--- config.mk ---
export PLATFORM = sky130hd
export DESIGN_NAME = temperature_alarm_controller_core
export DESIGN_NICKNAME = d
export VERILOG_FILES = /design/src/sv/tac_pkg.sv /design/src/sv/tac_in_stage.sv /design/src/sv/tac_ctrl.sv /design/src/sv/tac_out_stage.sv /design/src/sv/temperature_alarm_controller_core.sv
export SDC_FILE = /design/constraint.sdc
export NUM_CORES = 1
export LEC_CHECK = 0
export ABC_AREA = 1
export BUFFER_PORTS_ARGS = -buffer_cell sky130_fd_sc_hd__buf_4
export CAP_MARGIN = 20
export CORE_ASPECT_RATIO = 1.2
export CORE_MARGIN = 2
export CORE_UTILIZATION = 54
export DETAILED_ROUTE_END_ITERATION = 8
export HOLD_SLACK_MARGIN = 0.1
export MAX_ROUTING_LAYER = met4
export PLACE_DENSITY = 0.75
export SKIP_LAST_GASP = 1
export SLEW_MARGIN = 20
export SYNTH_ARGS = -nofsm -noshare
export SYNTH_HDL_FRONTEND = slang
export SYNTH_SLANG_ARGS = --single-unit
--- constraint.sdc ---
create_clock -name clk -period 3.9 [get_ports clk]
set_input_delay 0 -clock clk [delete_from_list [all_inputs] [get_ports clk]]
set_output_delay 0 -clock clk [all_outputs]
set_load 0.02 [all_outputs]
--- src/sv/tac_pkg.sv ---
// shared types, codes and constants of the temperature alarm controller
package tac_pkg;

  localparam logic [7:0]  DEFAULT_LOW       = 8'd20;
  localparam logic [7:0]  DEFAULT_HIGH      = 8'd30;
  localparam logic [15:0] RST_PAUSE_TICKS   = 16'd800;
  localparam logic [15:0] RST_ON_TICKS      = 16'd150;
  localparam logic [7:0]  RST_LIMIT_CEILING = 8'd50;
  localparam logic [7:0]  RST_REARM_MARGIN  = 8'd5;

  typedef enum logic [2:0] {
    OP_TICK    = 3'd0,
    OP_SAMPLE  = 3'd1,
    OP_RELEASE = 3'd2,
    OP_KEY1    = 3'd3,
    OP_KEY2    = 3'd4
  } op_t;

  typedef enum logic [1:0] {
    MODE_NORMAL   = 2'd0,
    MODE_ALARM    = 2'd1,
    MODE_SET_LOW  = 2'd2,
    MODE_SET_HIGH = 2'd3
  } mode_t;

  typedef enum logic [1:0] {
    PH_IDLE  = 2'd0,
    PH_PAUSE = 2'd1,
    PH_SOUND = 2'd2
  } phase_t;

  typedef enum logic [1:0] {
    REG_PAUSE_TICKS   = 2'd0,
    REG_ON_TICKS      = 2'd1,
    REG_LIMIT_CEILING = 2'd2,
    REG_REARM_MARGIN  = 2'd3
  } reg_idx_t;

  typedef struct packed {
    logic [15:0] pause_ticks;
    logic [15:0] on_ticks;
    logic [7:0]  limit_ceiling;
    logic [7:0]  rearm_margin;
  } cfg_t;

  // packed from lsb: mode, buzzer_enable, buzzer_drive, pump_drive,
  // shown_value, save_low, save_high
  typedef struct packed {
    logic       save_high;
    logic       save_low;
    logic [7:0] shown_value;
    logic       pump_drive;
    logic       buzzer_drive;
    logic       buzzer_enable;
    logic [1:0] mode;
  } res_t;

  localparam int RES_W = $bits(res_t);

  // handshake between the input register and the result register
  typedef struct packed {
    logic valid;
    logic take;
  } stage_ctl_t;

  // x*10 as (x<<3)+(x<<1)
  function automatic logic [12:0] times_ten(input logic [8:0] x);
    logic [12:0] w;
    w = {4'd0, x};
    return (w << 3) + (w << 1);
  endfunction

endpackage

--- src/sv/tac_in_stage.sv ---
// input register: holds one accepted transaction until the result stage takes it
module tac_in_stage
  import tac_pkg::*;
(
  input  logic        clk,
  input  logic        rst_n,
  input  logic        in_tvalid,
  output logic        in_tready,
  input  logic [2:0]  in_op,
  input  logic [15:0] in_temp,
  input  logic        take,
  output logic        s1_valid,
  output logic [2:0]  s1_op,
  output logic [15:0] s1_temp
);

  logic        v_r, v_nxt;
  logic [2:0]  op_r;
  logic [15:0] temp_r;

  assign in_tready = !v_r || take;
  assign v_nxt     = (in_tvalid && in_tready) ? 1'b1 : (take ? 1'b0 : v_r);

  always_ff @(posedge clk) begin
    if (!rst_n) begin
      v_r <= 1'b0;
    end else begin
      v_r <= v_nxt;
    end
  end

  always_ff @(posedge clk) begin
    if (in_tvalid && in_tready) begin
      op_r   <= in_op;
      temp_r <= in_temp;
    end
  end

  assign s1_valid = v_r;
  assign s1_op    = op_r;
  assign s1_temp  = temp_r;

endmodule

--- src/sv/tac_ctrl.sv ---
// controller state and single-pass update for one transaction
module tac_ctrl
  import tac_pkg::*;
(
  input  logic        clk,
  input  logic        rst_n,
  input  logic        fire,
  input  logic [2:0]  op,
  input  logic [15:0] temp,
  input  cfg_t        cfg,
  output res_t        res
);

  mode_t       mode_r, mode_nxt;
  phase_t      phase_r, phase_nxt;
  logic [7:0]  low_r, low_nxt;
  logic [7:0]  high_r, high_nxt;
  logic        armed_r, armed_nxt;
  logic [15:0] cnt_r, cnt_nxt;
  logic        pump_r, pump_nxt;
  logic [7:0]  disp_r, disp_nxt;
  logic        save_low, save_high;

  logic signed [16:0] temp_s, hi10, lo10, re10;
  logic [8:0]  high_inc;

  always_ff @(posedge clk) begin
    if (!rst_n) begin
      mode_r  <= MODE_NORMAL;
      phase_r <= PH_IDLE;
      low_r   <= DEFAULT_LOW;
      high_r  <= DEFAULT_HIGH;
      armed_r <= 1'b0;
      cnt_r   <= 16'd0;
      pump_r  <= 1'b1;
      disp_r  <= 8'd0;
    end else if (fire) begin
      mode_r  <= mode_nxt;
      phase_r <= phase_nxt;
      low_r   <= low_nxt;
      high_r  <= high_nxt;
      armed_r <= armed_nxt;
      cnt_r   <= cnt_nxt;
      pump_r  <= pump_nxt;
      disp_r  <= disp_nxt;
    end
  end

  assign temp_s   = {temp[15], temp};
  assign hi10     = $signed({4'd0, times_ten({1'b0, high_r})});
  assign lo10     = $signed({4'd0, times_ten({1'b0, low_r})});
  assign re10     = $signed({4'd0, times_ten({1'b0, high_r} + {1'b0, cfg.rearm_margin})});
  assign high_inc = {1'b0, high_r} + 9'd1;

  always_comb begin
    mode_nxt  = mode_r;
    phase_nxt = phase_r;
    low_nxt   = low_r;
    high_nxt  = high_r;
    armed_nxt = armed_r;
    cnt_nxt   = cnt_r;
    pump_nxt  = pump_r;
    disp_nxt  = disp_r;
    save_low  = 1'b0;
    save_high = 1'b0;
    case (op)
      OP_TICK: begin
        if (!armed_r) begin
          phase_nxt = PH_IDLE;
          cnt_nxt   = 16'd0;
        end else begin
          case (phase_r)
            PH_PAUSE: begin
              if (cnt_r <= 16'd1) begin
                phase_nxt = PH_SOUND;
                cnt_nxt   = cfg.on_ticks;
              end else begin
                cnt_nxt = cnt_r - 16'd1;
              end
            end
            PH_SOUND: begin
              if (cnt_r <= 16'd1) begin
                phase_nxt = PH_IDLE;
                cnt_nxt   = 16'd0;
              end else begin
                cnt_nxt = cnt_r - 16'd1;
              end
            end
            default: begin
              phase_nxt = PH_PAUSE;
              cnt_nxt   = cfg.pause_ticks;
            end
          endcase
        end
      end
      OP_SAMPLE: begin
        if (mode_r == MODE_NORMAL) begin
          if (temp_s >= hi10) begin
            armed_nxt = 1'b1;
            mode_nxt  = MODE_ALARM;
          end
        end else if (mode_r == MODE_ALARM) begin
          if (temp_s <= lo10) begin
            armed_nxt = 1'b0;
            phase_nxt = PH_IDLE;
            cnt_nxt   = 16'd0;
            mode_nxt  = MODE_NORMAL;
          end
          if (temp_s >= re10) begin
            armed_nxt = 1'b1;
          end
        end
      end
      OP_RELEASE: begin
        if (mode_r == MODE_NORMAL || mode_r == MODE_ALARM) begin
          mode_nxt = MODE_SET_LOW;
          disp_nxt = low_r;
        end else if (mode_r == MODE_SET_LOW) begin
          mode_nxt = MODE_SET_HIGH;
          disp_nxt = high_r;
        end else begin
          mode_nxt = MODE_NORMAL;
        end
      end
      OP_KEY1, OP_KEY2: begin
        if (mode_r == MODE_NORMAL || mode_r == MODE_ALARM) begin
          // a press silences an armed buzzer, else toggles the pump
          if (armed_r) begin
            armed_nxt = 1'b0;
            phase_nxt = PH_IDLE;
            cnt_nxt   = 16'd0;
          end else begin
            pump_nxt = ~pump_r;
          end
        end else if (mode_r == MODE_SET_LOW) begin
          if (op == OP_KEY2) begin
            low_nxt = (low_r != 8'hFF) ? low_r + 8'd1 : 8'hFF;
            if (low_nxt == high_r) begin
              low_nxt = (high_r != 8'd0) ? high_r - 8'd1 : 8'd0;
            end
          end else begin
            low_nxt = (low_r != 8'd0) ? low_r - 8'd1 : 8'd0;
            if (low_nxt == 8'd0) begin
              low_nxt = 8'd1;
            end
          end
          disp_nxt = low_nxt;
          save_low = 1'b1;
        end else begin
          if (op == OP_KEY2) begin
            high_nxt = (high_inc > {1'b0, cfg.limit_ceiling}) ? cfg.limit_ceiling
                                                              : high_inc[7:0];
          end else begin
            high_nxt = (high_r != 8'd0) ? high_r - 8'd1 : 8'd0;
            if (high_nxt == low_r) begin
              high_nxt = (low_r != 8'hFF) ? low_r + 8'd1 : 8'hFF;
            end
          end
          disp_nxt  = high_nxt;
          save_high = 1'b1;
        end
      end
      default: begin
      end
    endcase
  end

  always_comb begin
    res.mode          = mode_nxt;
    res.buzzer_enable = armed_nxt;
    res.buzzer_drive  = (phase_nxt == PH_SOUND);
    res.pump_drive    = pump_nxt;
    res.shown_value   = disp_nxt;
    res.save_low      = save_low;
    res.save_high     = save_high;
  end

endmodule

--- src/sv/tac_out_stage.sv ---
// result register: holds one finished result until the output side takes it
module tac_out_stage
  import tac_pkg::*;
(
  input  logic        clk,
  input  logic        rst_n,
  input  stage_ctl_t  ctl_in,
  output logic        can_take,
  input  res_t        res,
  output logic        out_tvalid,
  input  logic        out_tready,
  output logic [15:0] out_tdata
);

  logic v_r, v_nxt;
  res_t data_r;

  assign can_take = !v_r || out_tready;
  assign v_nxt    = ctl_in.take ? 1'b1 : ((v_r && out_tready) ? 1'b0 : v_r);

  always_ff @(posedge clk) begin
    if (!rst_n) begin
      v_r <= 1'b0;
    end else begin
      v_r <= v_nxt;
    end
  end

  always_ff @(posedge clk) begin
    if (ctl_in.valid && ctl_in.take) begin
      data_r <= res;
    end
  end

  assign out_tvalid = v_r;
  assign out_tdata  = {{(16 - RES_W){1'b0}}, data_r};

endmodule

--- src/sv/temperature_alarm_controller_core.sv ---
// top level of the temperature alarm controller: apb registers and the two-stage datapath
// One transaction is accepted per clock when the output side keeps up: a transaction
// sits in the input register, its state update and result are formed there in a single
// pass, and the result is loaded into the output register when that register is free
// or being emptied, which raises out_tvalid until the result is taken. A stalled output
// holds the result register while the input register still takes one more transaction.
// Registers (byte address 4*i): 0 beep pause ticks, 1 beep on ticks, 2 limit ceiling,
// 3 rearm margin; write them only while no transaction is in flight.
module temperature_alarm_controller_core
  import tac_pkg::*;
(
  input  logic        clk,
  input  logic        rst_n,
  input  logic        in_tvalid,
  output logic        in_tready,
  input  logic [15:0] in_tdata,   // [15:0] temperature
  input  logic [2:0]  in_tuser,   // [2:0] op
  output logic        out_tvalid,
  input  logic        out_tready,
  output logic [15:0] out_tdata,  // [1:0] mode, [2] buzzer_enable, [3] buzzer_drive,
                                  // [4] pump_drive, [12:5] shown_value, [13] save_low,
                                  // [14] save_high
  input  logic        cfg_psel,
  input  logic        cfg_penable,
  input  logic        cfg_pwrite,
  input  logic [3:0]  cfg_paddr,
  input  logic [31:0] cfg_pwdata,
  output logic [31:0] cfg_prdata,
  output logic        cfg_pready
);

  cfg_t        cfg_r;
  reg_idx_t    reg_idx;
  logic        cfg_wr;
  logic        s1_valid;
  logic [2:0]  s1_op;
  logic [15:0] s1_temp;
  logic        can_take;
  stage_ctl_t  ctl;
  res_t        res;

  assign cfg_pready = 1'b1;
  assign reg_idx    = reg_idx_t'(cfg_paddr[3:2]);
  assign cfg_wr     = cfg_psel && cfg_penable && cfg_pwrite && cfg_pready;

  always_ff @(posedge clk) begin
    if (!rst_n) begin
      cfg_r.pause_ticks   <= RST_PAUSE_TICKS;
      cfg_r.on_ticks      <= RST_ON_TICKS;
      cfg_r.limit_ceiling <= RST_LIMIT_CEILING;
      cfg_r.rearm_margin  <= RST_REARM_MARGIN;
    end else if (cfg_wr) begin
      case (reg_idx)
        REG_PAUSE_TICKS:   cfg_r.pause_ticks   <= cfg_pwdata[15:0];
        REG_ON_TICKS:      cfg_r.on_ticks      <= cfg_pwdata[15:0];
        REG_LIMIT_CEILING: cfg_r.limit_ceiling <= cfg_pwdata[7:0];
        REG_REARM_MARGIN:  cfg_r.rearm_margin  <= cfg_pwdata[7:0];
        default: begin
        end
      endcase
    end
  end

  always_comb begin
    case (reg_idx)
      REG_PAUSE_TICKS:   cfg_prdata = {16'd0, cfg_r.pause_ticks};
      REG_ON_TICKS:      cfg_prdata = {16'd0, cfg_r.on_ticks};
      REG_LIMIT_CEILING: cfg_prdata = {24'd0, cfg_r.limit_ceiling};
      REG_REARM_MARGIN:  cfg_prdata = {24'd0, cfg_r.rearm_margin};
      default:           cfg_prdata = 32'd0;
    endcase
  end

  assign ctl.valid = s1_valid;
  assign ctl.take  = s1_valid && can_take;

  tac_in_stage u_in (
    .clk       (clk),
    .rst_n     (rst_n),
    .in_tvalid (in_tvalid),
    .in_tready (in_tready),
    .in_op     (in_tuser),
    .in_temp   (in_tdata),
    .take      (ctl.take),
    .s1_valid  (s1_valid),
    .s1_op     (s1_op),
    .s1_temp   (s1_temp)
  );

  tac_ctrl u_ctrl (
    .clk   (clk),
    .rst_n (rst_n),
    .fire  (ctl.take),
    .op    (s1_op),
    .temp  (s1_temp),
    .cfg   (cfg_r),
    .res   (res)
  );

  tac_out_stage u_out (
    .clk        (clk),
    .rst_n      (rst_n),
    .ctl_in     (ctl),
    .can_take   (can_take),
    .res        (res),
    .out_tvalid (out_tvalid),
    .out_tready (out_tready),
    .out_tdata  (out_tdata)
  );

endmodule

==> reports/qor.csv <==
metric,value,unit
syn2layout_area_growth,20.62,%
synth_edf_count,34,
cts_tree,built,
grtUsageTotal,0.3277,
synthArstFlopShare,0,
cp.arrival,4.38,ns
post-place-cells,1713,
die_h,152.8,um
buffer_ports.inserted,76,
finalHoldViolCount,0,
top_layer_used,met4,
syn_area,0.009960,sq mm
yosysSeqAreaShare,0.2955,
grt_max_degree,76,
status,finished with violations,
antenna_found_initial,0,
fin_crit,4.018,ns
slew_headroom,0.4128,
cap_violations,0,
wl_met1,12.11,mm
rows,54,
critPathKind,flip-flop to flip-flop,
gr-total-overflow,0,
layout.cells.most_common,nand2_1,
dpl.hpwl,22.66,mm
drcViolationCount,0,
cp-start-kind,flip-flop,
fill_cells,1599,
core-area,0.01811,sq mm
path_clk_slew,0.06,ns
power_density,327.2,mW/mm^2
vias,10433,
dr_wl_met2,15.38,mm
nets,1700,
hp-class,input port to flip-flop,
cts.sinks,130,
clkLatencyLatePin,0.43,ns
ir_worst_vdd,0.2748,mV
numCtsBuffers,17,
n_antenna_cell,0,
tightest_slew,0.8798,ns
grt_pass1_vias,9964,
clockRootBuffer,clkbuf_16,
rsz0062_at_grt,yes,
setup_ws,-0.1185,ns
clk_path_buf_depth,2,
synthDistinctLibCells,53,
grt_pass1_wl,49.40,mm
ant_nets,0,
die_x,128.0,um
final_cell_mix,"277 x nand2_1, 151 x inv_1, 149 x nor2_1",
syn-instance-count,1419,
slew_viol_final,0,
met3WireLength,1.871,mm
worst-r2r-setup-slack,-0.12,ns
fin_cells,1792,
drt_wl_total,31.63,mm
wl_per_cell,17.65,um
failed_checks,setup timing,
gp_congestion,0.9833,
io_pins,113,
fmax,248.8,MHz
die-area,0.01955,sq mm
firstDrtPassIters,8,
avgSynthCellArea,7.019,sq um
skew,0.01521,ns
power.leakage,5.639,nW
htreeDepth,4,
start_util,0.5500,
crit_required,4.26,ns
ys.flop_type,dfxtp_1,
final_layout_size_suffix_gt1_frac,0.1499,
worstPathMaxFanout,3,
worst_setup_path_end_kind,flip-flop,
finalPower,3.930,mW
setup_viol,2,
drtIter0Drc,751,
synth-seq-cells,130,
fin_tns_setup,-0.2021,ns
ys_warn_count,0,
viasPerCell,5.822,
period_share,1.030,
## final cells by class
type	count	area (sq um)	area share
clock inverters	11	135.1	0.01125
clock buffers	21	514.2	0.04281
flip-flops and latches	130	2945	0.2452
well taps	224	280.3	0.02333
repair buffers	165	1336	0.1112
inverters	168	643.1	0.05354
multi-input cells	1073	6158	0.5127
## repair_timing
item                       CTS  global route
hold buffers                39             0
gates resized for setup     10            22
setup endpoints to repair    2            11
pin swaps                    7            19
setup buffers                1             7
hold endpoints to repair    69             0
## kinds of logic after synthesis
| logic type | Yosys count | synth area share |
|---|---|---|
| buf+inv | 232 | 0.1038 |
| simple gates | 624 | 0.2829 |
| compound gates | 304 | 0.1711 |
| fa+ha+maj | 83 | 0.1073 |
| flops | 130 | 0.2955 |
| other cells | 2 | 0.0007540 |
| xor+xnor | 44 | 0.03869 |
## cells in the mapped netlist, types with 7 or more instances
cell | instances | share of area
nand2_2 | 9 | 0.0057
nand3_2 | 7 | 0.0070
a21oi_1 | 117 | 0.059
clkbuf_1 | 23 | 0.0087
nor2_4 | 7 | 0.0079
o21ai_0 | 113 | 0.057
nand3_1 | 111 | 0.056
o211ai_1 | 17 | 0.013
inv_1 | 152 | 0.057
o22ai_1 | 11 | 0.0069
o2111ai_1 | 9 | 0.0079
nand2_1 | 280 | 0.11
ha_1 | 79 | 0.099
a22oi_1 | 7 | 0.0053
o221ai_1 | 11 | 0.0097
dfxtp_1 | 96 | 0.19
inv_2 | 10 | 0.0038
buf_2 | 12 | 0.0060
edfxtp_1 | 34 | 0.10
o21ai_1 | 7 | 0.0035
nor2_2 | 7 | 0.0044
xor2_1 | 29 | 0.026
buf_4 | 23 | 0.017
xnor2_1 | 15 | 0.013
nor3_1 | 10 | 0.0050
nor2_1 | 150 | 0.057
nand4_1 | 28 | 0.018
## routing by layer
layer | vias to the layer above | global-route usage
li1 | 5030 | -
met1 | 4830 | 0.3666
met2 | 441 | 0.5429
met3 | 132 | 0.04003
met4 | 0 | 0.2219
met5 | - | -
## registers in the layout, summed over array words and instances (netlist names), 2 cells and up
name / flops
u_ctrl.high_r: 8
u_ctrl.mode_r: 2
u_ctrl.cnt_r: 16
u_in.s1_op: 3
u_ctrl.low_r: 8
u_in.s1_temp: 16
u_ctrl.disp_r: 8
u_ctrl.phase_r: 2
cfg_r: 48
u_out.out_tdata: 15
## stage by stage
step / hold WS [ns] / utilization / cell area (sq um) / worst slack (ns)
CTS: 0.1031 / 0.6564 / 11890 / 0.0005236
global placement: 0.1779 / 0.5959 / 10790 / -0.1045
detailed placement: 0.1793 / 0.5959 / 10790 / -0.2269
floorplan: 0.09887 / - / 10020 / 0.06222
finish: 0.09866 / 0.6634 / 12010 / -0.1185
global route: 0.1448 / 0.6634 / 12010 / -0.4305
## worst paths after layout
kind | start | end | depth (start not counted)
max | cfg_r[2]$_SDFFE_PN1P_ | u_ctrl.armed_r$_SDFFE_PN0P_ | 26
min | cfg_paddr[2] | cfg_r[0]$_SDFFE_PN1P_ | 5
max reg2reg | cfg_r[2]$_SDFFE_PN1P_ | u_ctrl.armed_r$_SDFFE_PN0P_ | 26
min reg2reg | u_ctrl.cnt_r[12]$_SDFFE_PN0P_ | u_ctrl.cnt_r[12]$_SDFFE_PN0P_ | 2
## power breakdown
part	internal [mW]	total (mW)	switching, mW
logic	0.265	0.690	0.426
registers	1.44	1.49	0.0434
clock network	1.08	1.75	0.670
## worst max-delay path: stages, from the launching register on
cell and delay (ns):
dfxtp_1 0.31, ha_1 0.33, a21oi_1 0.15, nand2_1 0.10, a21oi_1 0.14, o21ai_1 0.10
xor2_1 0.13, inv_1 0.08, ha_1 0.33, a21oi_1 0.21, o21ai_2 0.09, a21oi_1 0.16
o21bai_1 0.12, buf_4 0.14, buf_4 0.12, xnor2_1 0.12, ha_1 0.33, nand2_2 0.10
nor3_4 0.18, inv_1 0.07, o221ai_2 0.16, nand2_1 0.09, nand2_2 0.10, nand3_2 0.06
nand4_1 0.09, nor2_1 0.05, nor2_1 0.11
Note: power is estimated with default switching activity, not from simulation.
